<file path="config.mk">
export PLATFORM = sky130hd
export DESIGN_NAME = srv_weighted_priority_pick_top
export DESIGN_NICKNAME = d
export VERILOG_FILES = /design/src/rtl/core/swpp_pkg.sv /design/src/rtl/core/swpp_ram.sv /design/src/rtl/core/swpp_mod.sv /design/src/rtl/core/srv_weighted_priority_pick_top.sv
export SDC_FILE = /design/constraint.sdc
export NUM_CORES = 1
export LEC_CHECK = 0
export ABC_AREA = 1
export BUFFER_PORTS_ARGS = -buffer_cell sky130_fd_sc_hd__buf_2
export CAP_MARGIN = 25
export CORE_UTILIZATION = 63
export CTS_CLUSTER_SIZE = 28
export DETAILED_ROUTE_END_ITERATION = 8
export PLACE_DENSITY = 0.92
export SLEW_MARGIN = 15
export SYNTH_ARGS = -nofsm -noshare
export SYNTH_HDL_FRONTEND = slang
export SYNTH_SLANG_ARGS = --single-unit
</file>
<file path="constraint.sdc">
create_clock -name clk -period 4.1 [get_ports clk]
set_input_delay 0.41 -clock clk [delete_from_list [all_inputs] [get_ports clk]]
set_output_delay 0.41 -clock clk [all_outputs]
set_load 0.02 [all_outputs]
</file>
<file path="src/rtl/core/swpp_pkg.sv">
`timescale 1ns / 1ps
`default_nettype none
// ----------------------------------------------------------------------------
// swpp_pkg
// Shared types and constants of the weighted priority pick block.
// ----------------------------------------------------------------------------
package swpp_pkg;

  localparam int MAX_RECORDS_DEF = 16;
  localparam int PRIO_W          = 16;
  localparam int WEIGHT_W        = 16;
  localparam int RAND_W          = 32;
  localparam int INDEX_W         = 4;

  localparam logic [PRIO_W-1:0] PRIO_NONE = 16'hFFFF;

  localparam logic FUNC_LOAD = 1'b0;
  localparam logic FUNC_PICK = 1'b1;

  typedef enum logic [2:0] {
    ST_IDLE,
    ST_MIN,
    ST_SUM,
    ST_CHK,
    ST_DIV,
    ST_RUN
  } state_t;

endpackage : swpp_pkg
`default_nettype wire

</file>
<file path="src/rtl/core/swpp_ram.sv">
`timescale 1ns / 1ps
`default_nettype none
// ----------------------------------------------------------------------------
// swpp_ram
// Generic single-write, single-read memory with a registered read port.
// ----------------------------------------------------------------------------
module swpp_ram #(
  parameter int WIDTH = 32,
  parameter int DEPTH = 16
) (
  input  wire logic                                     clk,
  input  wire logic                                     we,
  input  wire logic [((DEPTH > 1) ? $clog2(DEPTH) : 1)-1:0] waddr,
  input  wire logic [WIDTH-1:0]                         wdata,
  input  wire logic [((DEPTH > 1) ? $clog2(DEPTH) : 1)-1:0] raddr,
  output logic      [WIDTH-1:0]                         rdata
);

  logic [WIDTH-1:0] mem [DEPTH];

  always_ff @(posedge clk) begin
    if (we) begin
      mem[waddr] <= wdata;
    end
    rdata <= mem[raddr];
  end

endmodule : swpp_ram
`default_nettype wire

</file>
<file path="src/rtl/core/swpp_mod.sv">
`timescale 1ns / 1ps
`default_nettype none
// ----------------------------------------------------------------------------
// swpp_mod
// Bit-serial restoring modulo unit: one dividend bit per cycle.
// ----------------------------------------------------------------------------
module swpp_mod #(
  parameter int SUM_W = 21
) (
  input  wire logic                        clk,
  input  wire logic                        rst,
  input  wire logic                        start,
  input  wire logic [swpp_pkg::RAND_W-1:0] dividend,
  input  wire logic [SUM_W-1:0]            divisor,
  output logic                             done,
  output logic      [SUM_W-1:0]            remainder
);

  import swpp_pkg::*;

  localparam int STEP_W = $clog2(RAND_W);
  localparam logic [STEP_W-1:0] STEP_LAST = STEP_W'(RAND_W - 1);

  logic              running;
  logic [STEP_W-1:0] step;
  logic [RAND_W-1:0] dvd;
  logic [SUM_W-1:0]  dvs;
  logic [SUM_W-1:0]  rem;
  logic [SUM_W:0]    trial;
  logic [SUM_W:0]    diff;
  logic              ge;

  assign trial     = {rem, dvd[RAND_W-1]};
  assign diff      = trial - {1'b0, dvs};
  assign ge        = (trial >= {1'b0, dvs});
  assign remainder = rem;

  always_ff @(posedge clk) begin
    if (rst) begin
      running <= 1'b0;
      done    <= 1'b0;
      step    <= '0;
    end else begin
      done <= 1'b0;
      if (start) begin
        running <= 1'b1;
        step    <= '0;
      end else if (running) begin
        step <= step + STEP_W'(1);
        if (step == STEP_LAST) begin
          running <= 1'b0;
          done    <= 1'b1;
        end
      end
    end
  end

  always_ff @(posedge clk) begin
    if (start) begin
      dvd <= dividend;
      dvs <= divisor;
      rem <= '0;
    end else if (running) begin
      rem <= ge ? diff[SUM_W-1:0] : trial[SUM_W-1:0];
      dvd <= {dvd[RAND_W-2:0], 1'b0};
    end
  end

endmodule : swpp_mod
`default_nettype wire

</file>
<file path="src/rtl/core/srv_weighted_priority_pick_top.sv">
`timescale 1ns / 1ps
`default_nettype none
// ----------------------------------------------------------------------------
// srv_weighted_priority_pick_top
// Weighted choice among prioritized records, as used for service records.
//
// A transaction is accepted on a rising edge with start high and busy low.
// With func = load, the record (priority_req, weight) is appended to the
// store; busy stays low and no result follows. Loads beyond MAX_RECORDS
// are dropped. With func = pick, the block raises busy and walks the store
// through the memory read port: once for the lowest priority, once to sum
// the weights at that priority and, unless they sum to zero, once more to
// find the winning record. Between the second and third walk a bit-serial
// modulo unit reduces random_value by the weight sum, one bit per cycle.
// The result of a pick is shown in the cycle in which busy falls. A pick
// on an empty store answers in the next cycle with busy low. Each pick
// produces one result, shown for one cycle with done high; the receiver
// cannot stall it. Each pick empties the store. Reset empties the store
// and returns to idle.
// ----------------------------------------------------------------------------
module srv_weighted_priority_pick_top #(
  parameter int MAX_RECORDS = swpp_pkg::MAX_RECORDS_DEF
) (
  input  wire logic                          clk,
  input  wire logic                          rst,
  input  wire logic                          start,
  output logic                               busy,
  input  wire logic                          func,
  input  wire logic [swpp_pkg::PRIO_W-1:0]   priority_req,
  input  wire logic [swpp_pkg::WEIGHT_W-1:0] weight,
  input  wire logic [swpp_pkg::RAND_W-1:0]   random_value,
  output logic                               done,
  output logic                               found,
  output logic      [swpp_pkg::INDEX_W-1:0]  chosen_index
);

  import swpp_pkg::*;

  localparam int ADDR_W = (MAX_RECORDS > 1) ? $clog2(MAX_RECORDS) : 1;
  localparam int CNT_W  = $clog2(MAX_RECORDS + 1);
  localparam int SUM_W  = WEIGHT_W + $clog2(MAX_RECORDS + 1);
  localparam int REC_W  = PRIO_W + WEIGHT_W;

  state_t              state, state_next;
  logic [CNT_W-1:0]    count, count_next;
  logic [ADDR_W-1:0]   rd_addr, rd_addr_next;
  logic                iss, iss_next;
  logic                dv;
  logic [ADDR_W-1:0]   didx;
  logic [PRIO_W-1:0]   best, best_next;
  logic [SUM_W-1:0]    total, total_next;
  logic [ADDR_W-1:0]   first_idx, first_idx_next;
  logic                first_seen, first_seen_next;
  logic [SUM_W-1:0]    run, run_next;
  logic [SUM_W-1:0]    goal, goal_next;
  logic [RAND_W-1:0]   rnd, rnd_next;
  logic                done_next;
  logic                found_next;
  logic [ADDR_W-1:0]   pick_idx, pick_idx_next;

  logic                wr_en;
  logic [REC_W-1:0]    rd_data;
  logic [PRIO_W-1:0]   q_prio;
  logic [SUM_W-1:0]    q_weight;
  logic [CNT_W-1:0]    last_cnt;
  logic [ADDR_W-1:0]   last_idx;
  logic                pass_end;
  logic [SUM_W-1:0]    run_sum;
  logic                div_start;
  logic                div_done;
  logic [SUM_W-1:0]    div_rem;
  logic [INDEX_W+ADDR_W-1:0] idx_ext;

  swpp_ram #(
    .WIDTH (REC_W),
    .DEPTH (MAX_RECORDS)
  ) u_store (
    .clk   (clk),
    .we    (wr_en),
    .waddr (count[ADDR_W-1:0]),
    .wdata ({priority_req, weight}),
    .raddr (rd_addr),
    .rdata (rd_data)
  );

  swpp_mod #(
    .SUM_W (SUM_W)
  ) u_mod (
    .clk       (clk),
    .rst       (rst),
    .start     (div_start),
    .dividend  (rnd),
    .divisor   (total),
    .done      (div_done),
    .remainder (div_rem)
  );

  assign q_prio   = rd_data[REC_W-1:WEIGHT_W];
  assign q_weight = SUM_W'(rd_data[WEIGHT_W-1:0]);
  assign last_cnt = count - CNT_W'(1);
  assign last_idx = last_cnt[ADDR_W-1:0];
  assign pass_end = dv && (didx == last_idx);
  assign run_sum  = run + q_weight;
  assign busy     = (state != ST_IDLE);
  assign idx_ext  = {{INDEX_W{1'b0}}, pick_idx};
  assign chosen_index = idx_ext[INDEX_W-1:0];

  always_ff @(posedge clk) begin
    if (rst) begin
      state <= ST_IDLE;
      count <= '0;
      iss   <= 1'b0;
      dv    <= 1'b0;
      done  <= 1'b0;
    end else begin
      state <= state_next;
      count <= count_next;
      iss   <= iss_next;
      dv    <= iss;
      done  <= done_next;
    end
  end

  always_ff @(posedge clk) begin
    rd_addr    <= rd_addr_next;
    didx       <= rd_addr;
    best       <= best_next;
    total      <= total_next;
    first_idx  <= first_idx_next;
    first_seen <= first_seen_next;
    run        <= run_next;
    goal       <= goal_next;
    rnd        <= rnd_next;
    found      <= found_next;
    pick_idx   <= pick_idx_next;
  end

  always_comb begin
    state_next      = state;
    count_next      = count;
    rd_addr_next    = rd_addr;
    iss_next        = iss;
    best_next       = best;
    total_next      = total;
    first_idx_next  = first_idx;
    first_seen_next = first_seen;
    run_next        = run;
    goal_next       = goal;
    rnd_next        = rnd;
    done_next       = 1'b0;
    found_next      = found;
    pick_idx_next   = pick_idx;
    div_start       = 1'b0;
    wr_en           = 1'b0;

    if (iss) begin
      rd_addr_next = rd_addr + ADDR_W'(1);
      if (rd_addr == last_idx) begin
        iss_next = 1'b0;
      end
    end

    unique case (state)
      ST_IDLE: begin
        if (start) begin
          if (func == FUNC_LOAD) begin
            if (count < CNT_W'(MAX_RECORDS)) begin
              wr_en      = 1'b1;
              count_next = count + CNT_W'(1);
            end
          end else if (func == FUNC_PICK) begin
            if (count == '0) begin
              done_next     = 1'b1;
              found_next    = 1'b0;
              pick_idx_next = '0;
            end else begin
              state_next   = ST_MIN;
              rd_addr_next = '0;
              iss_next     = 1'b1;
              best_next    = PRIO_NONE;
              rnd_next     = random_value;
            end
          end
        end
      end
      ST_MIN: begin
        if (dv && (q_prio < best)) begin
          best_next = q_prio;
        end
        if (pass_end) begin
          state_next      = ST_SUM;
          rd_addr_next    = '0;
          iss_next        = 1'b1;
          total_next      = '0;
          first_seen_next = 1'b0;
        end
      end
      ST_SUM: begin
        if (dv && (q_prio == best)) begin
          total_next = total + q_weight;
          if (!first_seen) begin
            first_idx_next  = didx;
            first_seen_next = 1'b1;
          end
        end
        if (pass_end) begin
          state_next = ST_CHK;
        end
      end
      ST_CHK: begin
        if (total == '0) begin
          state_next    = ST_IDLE;
          done_next     = 1'b1;
          found_next    = 1'b1;
          pick_idx_next = first_idx;
          count_next    = '0;
        end else begin
          div_start  = 1'b1;
          state_next = ST_DIV;
        end
      end
      ST_DIV: begin
        if (div_done) begin
          goal_next    = div_rem;
          state_next   = ST_RUN;
          rd_addr_next = '0;
          iss_next     = 1'b1;
          run_next     = '0;
        end
      end
      ST_RUN: begin
        if (dv && (q_prio == best)) begin
          run_next = run_sum;
        end
        if (dv && (q_prio == best) && (run_sum > goal)) begin
          state_next    = ST_IDLE;
          done_next     = 1'b1;
          found_next    = 1'b1;
          pick_idx_next = didx;
          count_next    = '0;
          iss_next      = 1'b0;
        end else if (pass_end) begin
          state_next    = ST_IDLE;
          done_next     = 1'b1;
          found_next    = 1'b1;
          pick_idx_next = first_idx;
          count_next    = '0;
          iss_next      = 1'b0;
        end
      end
      default: begin
        state_next = ST_IDLE;
        iss_next   = 1'b0;
      end
    endcase
  end

endmodule : srv_weighted_priority_pick_top
`default_nettype wire
</file>
**Word level (Yosys, flattened, before mapping)**

Memories as Yosys holds them, arrays and structs flattened. A register that Yosys moved wholly into a read port is not among the register bits.
Index checks and enable logic that the tools add are counted.

- Reduce and logical (&&, ||, !) cells: 25
- Magnitude comparators: 4
- Mux-type cells: 84
- Bitwise gates (word level): 3
- $add $sub $neg: 7
- Equal/unequal tests: 23

Operators with widths:

| cell | count |
|---|---|
| 2-to-1 mux 21 bit | 5 |
| case mux 21 bit (2 select lines) | 2 |
| 2-to-1 mux 16 bit | 4 |
| 2-to-1 mux 32 bit | 2 |
| 2-to-1 mux 4 bit | 12 |
| adder 21 x 16 -> 21 bit | 2 |
| 2-to-1 mux 1 bit | 35 |
| case mux 16 bit (2 select lines) | 1 |
| 2-to-1 mux 5 bit | 6 |
| 2-to-1 mux 3 bit | 9 |
| != test 2 bit, second input constant | 12 |
| case mux 4 bit (3 select lines) | 2 |
| greater-or-equal comparator 22 x 21 -> 1 bit | 1 |
| greater-than comparator 21 bit | 1 |
| logical NOT 21 bit | 1 |
| subtractor 21 bit | 1 |
| case mux 3 bit (6 select lines) | 1 |
| == test 16 bit | 1 |
| < comparator 16 bit | 1 |
| case mux 5 bit (3 select lines) | 1 |
| AND reduction 6 bit | 2 |
| adder 5 x 1 -> 5 bit, second input constant | 2 |
| AND reduction 3 bit | 3 |
| == test 4 bit | 2 |
| other kinds (24) | 37 |

- Bits in registers: 221
- RAM bits: 512
- Memories kept: 1
- Input port bits: 68

Memories:

| memory | depth | width | read ports | clocked after memory_dff | write ports | line | text |
|---|---|---|---|---|---|---|---|
| u_store.mem | 16 | 32 | 1 | 1 | 1 | swpp_ram.sv:19 | `logic [WIDTH-1:0] mem [DEPTH];` |

**Depth between registers and ports, before layout**

Gate-level depths: netlist of the first run.

- Depth after elaboration: 8
- Mapped depth: 25

**Cells and area by module**

From an unflattened synthesis of the first run, not the netlist that was laid out.

- Cells, all modules: 3685
- Area total of the unflattened synthesis: 35899.4 µm²

By module, submodules not included:

| module | sequential area each (µm²) | cells each | area each (µm²) | instances |
|---|---|---|---|---|
| swpp_ram | 16015.4 | 2120 | 22730.6 | 1 |
| srv_weighted_priority_pick_top | 4013.8 | 920 | 8241.7 | 1 |
| swpp_mod | 2152.1 | 645 | 4927.2 | 1 |

**Least setup slack after synthesis of the first run**

OpenSTA, ideal clock, no wires.

- Kind: register -> register
- Start: register u_store.rdata[0], read port of u_store.mem
- End: register pick_idx[0], in the netlist chosen_index[0], enable pin
- Path slack: 0.440 ns
- Stages on the path, launching flop included: 20
- Data required time: 3.726 ns
- Arrival time: 3.286 ns
- Buffers on the path: 0
- Cells stage by stage: dfxtp_1 > ha_1 > inv_1 > fa_1 > o31ai_1 > nand3_1 > nand3_1 > xnor2_1 > inv_1 > ha_1 > nand2_1 > nor2_1 > nand2_1 > nor2_1 > o21ai_1 > nand3_1 > nand2_2 > nand3_4 > nand2_1 > nor3_1

- Cells in the longest elaborated chain, start to end: 5

Ends and longest elaborated chain:

| item | line | text |
|---|---|---|
| from (decl) | swpp_ram.sv:16 | `output logic [WIDTH-1:0] rdata` |
| adder 21 x 16 -> 21 bit | srv_weighted_priority_pick_top.sv:103 | `assign run_sum = run + q_weight;` |
| named net run_sum[20] | srv_weighted_priority_pick_top.sv:68 | `logic [SUM_W-1:0] run_sum;` |
| greater-than comparator 21 bit | srv_weighted_priority_pick_top.sv:235 | `if (dv && (q_prio == best) && (run_sum > goal)) begin` |
| logical AND 1 bit | srv_weighted_priority_pick_top.sv:235 |  |
| != test 3 bit (no line) | n/a |  |
| AND reduction 6 bit (no line) | n/a |  |
| to (signal assigned) | srv_weighted_priority_pick_top.sv:135 | `pick_idx <= pick_idx_next;` |
| to (decl) | srv_weighted_priority_pick_top.sv:59 | `logic [ADDR_W-1:0] pick_idx, pick_idx_next;` |

The timed path passes the listed nets, and every way through them passes these cells.
A chain may end at the register's enable or synchronous reset.

**Worst setup path in the final report of the first run**

- Start: register run[0]
- End: register found, enable pin

- Cells in the longest elaborated chain, start to end: 5

Ends and longest elaborated chain:

| item | line | text |
|---|---|---|
| from (decl) | srv_weighted_priority_pick_top.sv:54 | `logic [SUM_W-1:0] run, run_next;` |
| from (signal assigned) | srv_weighted_priority_pick_top.sv:131 | `run <= run_next;` |
| adder 21 x 16 -> 21 bit | srv_weighted_priority_pick_top.sv:103 |  |
| named net run_sum[18] | srv_weighted_priority_pick_top.sv:68 |  |
| greater-than comparator 21 bit | srv_weighted_priority_pick_top.sv:235 |  |
| logical AND 1 bit | srv_weighted_priority_pick_top.sv:235 |  |
| != test 3 bit (no line) | n/a |  |
| AND reduction 6 bit (no line) | n/a |  |
| to (signal assigned) | srv_weighted_priority_pick_top.sv:134 | `found <= found_next;` |
| to (decl) | srv_weighted_priority_pick_top.sv:33 | `output logic found,` |

The timed path passes the listed nets, and every way through them passes these cells.

==> results of run 1 <==
[path summary, 6_finish.rpt]
check	from	to	slack [ns]	depth (start not counted)
setup reg to reg	run[0]$_SDFFCE_PN0P_	found$_DFFE_PP_	0.31	23
hold reg to reg	u_mod.step[4]$_SDFFE_PP0P_	u_mod.step[4]$_SDFFE_PP0P_	0.47	2
setup / recovery	run[0]$_SDFFCE_PN0P_	found$_DFFE_PP_	0.31	23
hold / removal	rst	count[3]$_SDFFE_PP0P_	0.07	2
[flip-flops by register name (all words and copies together) (netlist names), 4 cells and up]
signal / count
best: 16
rnd: 32
u_mod.dvd: 32
u_store.mem: 512
total: 21
u_mod.dvs: 21
u_store.rdata: 32
first_idx: 4
u_mod.remainder: 21
didx: 4
chosen_index: 4
goal: 21
rd_addr: 4
run: 21
u_mod.step: 5
count: 5
[metal layers]
| layer | global-route usage | wire, µm | vias to the layer above |
|---|---|---|---|
| met5 | 0 | 41 | - |
| met4 | 0.172 | 4500 | 6 |
| met3 | 0.0687 | 10400 | 389 |
| met2 | 0.529 | 41300 | 1836 |
| met1 | 0.426 | 31700 | 11404 |
| li1 | - | - | 10504 |
[Yosys cell counts (all sizes together), types with 3 or more instances]
cell type | count | area [µm²]
a221oi | 36 | 315
o21a | 3 | 22.5
nor4 | 9 | 77.6
nand4 | 45 | 303
xor2 | 21 | 191
ha | 97 | 1210
nor2 | 304 | 1190
nand2 | 592 | 2260
buf | 45 | 241
o21bai | 5 | 37.5
o221ai | 28 | 245
dfxtp | 79 | 1580
fa | 3 | 60.1
clkbuf | 71 | 267
edfxtp | 686 | 20600
nand3 | 102 | 533
nand3b | 4 | 30.0
o211ai | 3 | 22.5
or2 | 19 | 119
clkinv | 3 | 11.3
xnor2 | 15 | 131
a21o | 11 | 82.6
a21oi | 177 | 890
inv | 199 | 747
nor3 | 20 | 110
o22ai | 38 | 238
a31oi | 4 | 25.0
o21ai | 261 | 1310
[timing repair]
action / 4_1_cts / 5_1_grt
gates resized for setup: 0 / 30
endpoints found under the hold margin: 32 / 0
endpoints found under the setup margin: 0 / 13
hold buffers: 32 / 0
setup buffers: 0 / 4
[power groups by stage]
stage,combinational [W],sequential [W],clock [W]
finish,0.00628,0.00974,0.00658
global route,0.00693,0.00979,0.00691
CTS,0.00596,0.00971,0.00660
detailed placement,0.00582,0.00986,0
global placement,0.00560,0.00983,0
floorplan,0.00418,0.00967,0
[cell type report]
class	count	share of cell area
Inverter	202	0.0206
Multi-Input combinational cell	1809	0.265
Sequential cell	765	0.600
Antenna cell	5	0.000338
Timing Repair Buffer	153	0.0289
Clock buffer	103	0.0558
Clock inverter	34	0.00669
Tap cell	680	0.0230
[cell families (layout without fill, tap and decap cells)]
group / Yosys count / count (layout) / share of synthesized area
DFF: 765 / 765 / 0.673
buffers and inverters: 318 / 492 / 0.0384
other: 0 / 5 / 0
adders and majority gates: 100 / 100 / 0.0387
xor gates and xnor gates: 36 / 36 / 0.00980
and+or+nand+nor: 1099 / 1099 / 0.141
AOI/OAI and AO/OA: 574 / 574 / 0.0987
[per-stage QoR]
stage | setup TNS [ns] | instances
floorplan | 0 | 2892
global placement | 0 | 3573
detailed placement | 0 | 3573
CTS | 0 | 3742
global route | -0.0752 | 3748
finish | 0 | 3751
[worst max-delay path, cell delays in order (launching register included)]
cell	delay, ns
edfxtp_1	0.33
ha_1	0.21
inv_1	0.12
fa_2	0.38
inv_1	0.14
a21oi_2	0.10
o21ai_2	0.17
nand3_1	0.13
nand2_1	0.10
nand3_1	0.07
nand2_1	0.08
inv_1	0.05
ha_1	0.28
nand2_1	0.08
nand2_1	0.05
nand2_1	0.05
nand2_1	0.05
a21oi_1	0.28
nand3_2	0.19
nand2_2	0.18
nand3_4	0.13
nand2_1	0.14
nor3_2	0.05
buf_4	0.16
==> results.py, run 1 <==
metrics = {
    "place": {
        "pre_cts_slack_ns": 0.0688,
        "hpwlAfterDp_um": 49700,
        "port_buffers": 74,
        "place.gp.congestion": 0.933,
        "placed_area_um2": 34200,
    },
    "status": {
        "status": "complete, no violations",
    },
    "grt": {
        "grt_max_degree": 261,
        "gr-usage-all-layers": 0.330,
        "grt.overflow.total": 0,
        "grt_pass1_wl_um": 133000,
        "grt_pass1_vias": 23597,
        "antenna_found_initial": 6,
    },
    "route": {
        "post_drt_wl_per_cell_um": 23.4,
        "drcViolationCount": 0,
        "final_antenna_net_count": 0,
        "drtIter0Drc": 3698,
        "vias": 24139,
        "detail_route.first_pass.iterations": 6,
        "vias_per_cell": 6.44,
        "routed_wl_um": 87900,
    },
    "synth": {
        "yosysWarnings": 0,
        "syn_nets": 3060,
        "synth-main-ff-cell": "edfxtp_1",
        "synth_edf_count": 686,
        "syn_avg_cell_area_um2": 11.4,
        "ys_types": 56,
        "synth_seq_cells": 765,
        "synthCells": 2892,
        "async_flop_share": 0,
        "yosysSeqAreaShare": 0.673,
        "synth_area_um2": 32900,
    },
    "sta": {
        "worst_pin_slew_ns": 1.31,
        "setup_ws_ns": 0.314,
        "skew_ns": 0.0310,
        "setup_viol": 0,
        "hold_viol": 0,
        "relSlewSlack": 0.127,
        "hold_ws_ns": 0.0736,
        "period_needed_ns": 3.79,
        "slew_viol_final": 0,
        "post-route-period-util": 0.923,
        "fmax_ghz": 0.264,
    },
    "clocking": {
        "cts_tree": "yes",
        "clockBufferDepth": 3,
        "worst_skew_pair.late_latency_ns": 0.64,
        "root_buffer": "clkbuf_16",
        "clk_pin_slew_ns": 0.06,
        "cts_buffers": 74,
        "clkSinkCount": 765,
        "cts_htree_levels": 3,
    },
    "final_layout": {
        "layout_common_cells": "686 x edfxtp_1, 578 x nand2_1, 272 x nor2_1",
        "areaGrowthSynthToFinish_pct": 12.3,
        "fin_nets": 3173,
        "multi_input_area_um2": 9810,
        "drive_above_1_share": 0.115,
        "post-route-util": 0.718,
        "final_common_cell": "edfxtp_1",
        "fillers": 3139,
        "regArea_um2": 22200,
        "design_area_um2": 37000,
    },
    "pwr": {
        "seqPwrFrac": 0.431,
        "peakVddDrop_v": 0.000470,
        "swShare": 0.341,
        "p_int_w": 0.0149,
        "combPwrFrac": 0.278,
        "p_leak_nw": 13.8,
        "power_w": 0.0226,
        "clockPowerShare": 0.291,
        "powerDensity_nw_per_um2": 611,
        "p_sw_w": 0.00770,
    },
    "floorplan": {
        "die_y_um": 231,
        "fp-row-count": 83,
        "ioPinCount": 75,
        "core_um2": 51500,
        "initial_core_util": 0.640,
        "die-area_um2": 53200,
        "die_x_um": 231,
    },
    "job": {
        "maxCapViolCount": 0,
    },
    "critical_path": {
        "worstSetupStartpointType": "flip-flop",
        "required_ns": 4.48,
        "endpoint_kind": "flip-flop",
        "worst-setup-path-type": "reg2reg",
        "worstPathArrival_ns": 4.17,
        "critPathMaxFanout": 7,
    },
    "worst_hold_path": {
        "hold_class": "in2reg",
    },
}
Power figures use the tool's default switching activity.
==> inputs of run 2 (changes only) <==
--- a/config.mk
+++ b/config.mk
@@ -11,7 +11,7 @@
 export CORE_UTILIZATION = 63
 export CTS_CLUSTER_SIZE = 28
 export DETAILED_ROUTE_END_ITERATION = 8
-export PLACE_DENSITY = 0.92
+export PLACE_DENSITY_LB_ADDON = 0.12
 export SLEW_MARGIN = 15
 export SYNTH_ARGS = -nofsm -noshare
 export SYNTH_HDL_FRONTEND = slang
==> run 2 against run 1 <==
Against the previous run:
- non-clock buffer count rose by 14
- core utilization is 0.43 points higher
- setup slack worse by 0.011 ns
- sequential share of layout area is 0.35 points lower
- sequential power fell by 0.5%
- via count fell by 4.8%
- register-to-register slack is essentially flat
- power grew 1.3%
- count of clock-buffer cells in the layout increased by 1
- combinational power decreased by 1%
- largest cell class unchanged
==> results.py, run 2 (same netlist as run 1, synthesis figures left out) <==
metrics = {
    "sta": {
        "relSlewSlack": 0.261,
        "skew_ns": 0.0164,
        "slew_viol_final": 0,
        "fmax_ghz": 0.263,
        "tns_ns": 0,
        "setup_viol": 0,
        "hold_viol": 0,
        "setup_ws_ns": 0.303,
        "period_needed_ns": 3.80,
        "worst_pin_slew_ns": 1.11,
        "post-route-period-util": 0.926,
    },
    "clocking": {
        "cts_htree_levels": 3,
        "root_buffer": "clkbuf_16",
        "clkSinkCount": 765,
        "post_cts_buffers": 0,
        "cts_tree": "yes",
        "clockBufferDepth": 3,
        "clk_pin_slew_ns": 0.06,
        "cts_buffers": 77,
        "worst_skew_pair.late_latency_ns": 0.62,
    },
    "critical_path": {
        "worstPathArrival_ns": 4.09,
        "r2r-start": "u_store.rdata[0]$_DFF_P_",
        "worst-setup-path-type": "reg2reg",
        "endpoint_kind": "flip-flop",
        "required_ns": 4.39,
        "critPathMaxFanout": 5,
        "cp-startpoint": "u_store.rdata[0]$_DFF_P_",
        "worstSetupStartpointType": "flip-flop",
    },
    "route": {
        "routed_wl_um": 82600,
        "vias": 22975,
        "final_antenna_net_count": 0,
        "detail_route.first_pass.iterations": 6,
        "drtIter0Drc": 2449,
        "post_drt_wl_per_cell_um": 21.9,
        "vias_per_cell": 6.10,
        "drcViolationCount": 0,
    },
    "final_layout": {
        "layout_common_cells": "686 x edfxtp_1, 578 x nand2_1, 275 x nor2_1",
        "drive_above_1_share": 0.118,
        "largest_register_ffs": 512,
        "design_area_um2": 37200,
        "layoutNonFillerInstCount": 3765,
        "fin_nets": 3190,
        "largest_register": "u_store.mem",
        "areaGrowthSynthToFinish_pct": 13.0,
        "final_common_cell": "edfxtp_1",
    },
    "place": {
        "placed_area_um2": 34300,
        "hpwlAfterDp_um": 49500,
        "pre_cts_slack_ns": -0.0119,
        "place.gp.congestion": 0.929,
        "placed_cells": 3590,
        "port_buffers": 74,
    },
    "floorplan": {
        "die_x_um": 231,
        "ioPinCount": 75,
        "initial_core_util": 0.640,
        "fp-row-count": 83,
        "die-area_um2": 53200,
        "die_y_um": 231,
        "core_um2": 51500,
    },
    "worst_hold_path": {
        "hold_class": "in2reg",
        "min_from": "rst",
    },
    "grt": {
        "grt.overflow.total": 0,
        "gr-usage-all-layers": 0.312,
        "grt_use_met1": 0.417,
        "grt_pass1_wl_um": 125000,
        "gr-usage-met3": 0.0501,
        "grt_pass1_vias": 22264,
        "busiest_layer": "met2",
        "grt_max_degree": 117,
        "grt_use_met2": 0.512,
        "antenna_found_initial": 11,
    },
    "pwr": {
        "power_w": 0.0229,
        "powerDensity_nw_per_um2": 615,
        "peakVddDrop_v": 0.000454,
        "p_leak_nw": 14.0,
    },
    "status": {
        "status": "complete, no violations",
    },
    "job": {
        "maxCapViolCount": 0,
    },
}
==> run 2: cell types whose count changed in the layout (fill, tap and decap cells not counted), moves of 3 or more <==
cell,change
clkinv_1,-7
clkbuf_1,-5
bufinv_16,+5
nor3_2,-4
clkbuf_8,+5
nor2_2,-3
buf_4,+12
ha_1,+7
nor2_1,+3
ha_4,-6
==> run 2: repair_timing <==
| item | in CTS | in global routing |
|---|---|---|
| hold endpoints to repair | 32 | 0 |
| hold buffers | 32 | 0 |
| resized for setup | 1 | 12 |
| endpoints found under the setup margin | 5 | 17 |
| pin swaps | 0 | 1 |
==> run 2: final timing paths <==
kind              slack [ns]  cells past startpoint               endpoint
hold reg to reg         0.44                      0        didx[2]$_DFF_P_
setup / recovery        0.30                     20        found$_DFFE_PP_
hold / removal          0.09                      2  count[3]$_SDFFE_PP0P_
setup reg to reg        0.30                     20        found$_DFFE_PP_
==> run 2: per-stage QoR <==
stage | util | hold WS [ns]
4_1_cts | 0.721 | 0.0561
3_5_place_dp | 0.666 | 0.426
3_3_place_gp | 0.666 | 0.425
6_report | 0.723 | 0.0861
5_1_grt | 0.723 | 0.0837
2_1_floorplan | - | 0.349
==> run 2: per-layer routing <==
| metal | share of wire | vias up |
|---|---|---|
| met5 | 0.00027 | - |
| met4 | 0.036 | 4 |
| met3 | 0.079 | 208 |
| met2 | 0.49 | 1086 |
| met1 | 0.40 | 11126 |
| li1 | - | 10551 |
==> run 2: power breakdown <==
group	internal (W)	leakage [nW]	switching [W]	total [W]
combinational	0.00201	5.97	0.00419	0.00620
clock	0.00411	1.23	0.00289	0.00701
sequential	0.00922	6.80	0.000471	0.00969
total	0.0153	14.0	0.00756	0.0229
==> run 2: cell type report <==
class | count | area, µm²
multi-input combinational | 1809 | 9700
inverter | 202 | 763
clock inverter | 33 | 373
timing repair buffer | 167 | 1200
sequential | 765 | 22200
fill | 3542 | 14300
antenna | 5 | 12.5
tap | 680 | 851
clock buffer | 104 | 2140
==> run 2: worst max-delay path: stages, from the launching register on <==
cell	delay (ns)
dfxtp_1	0.34
ha_1	0.19
inv_1	0.09
fa_1	0.41
o31ai_1	0.25
buf_4	0.17
nand3_1	0.07
nand3_1	0.12
xnor2_1	0.14
inv_1	0.08
ha_1	0.30
nand2_1	0.07
nor2_1	0.20
nand2_2	0.12
nor2_1	0.13
o21ai_1	0.09
nand3_2	0.12
nand2_2	0.08
nand3_4	0.07
nand2_1	0.10
nor3_4	0.31
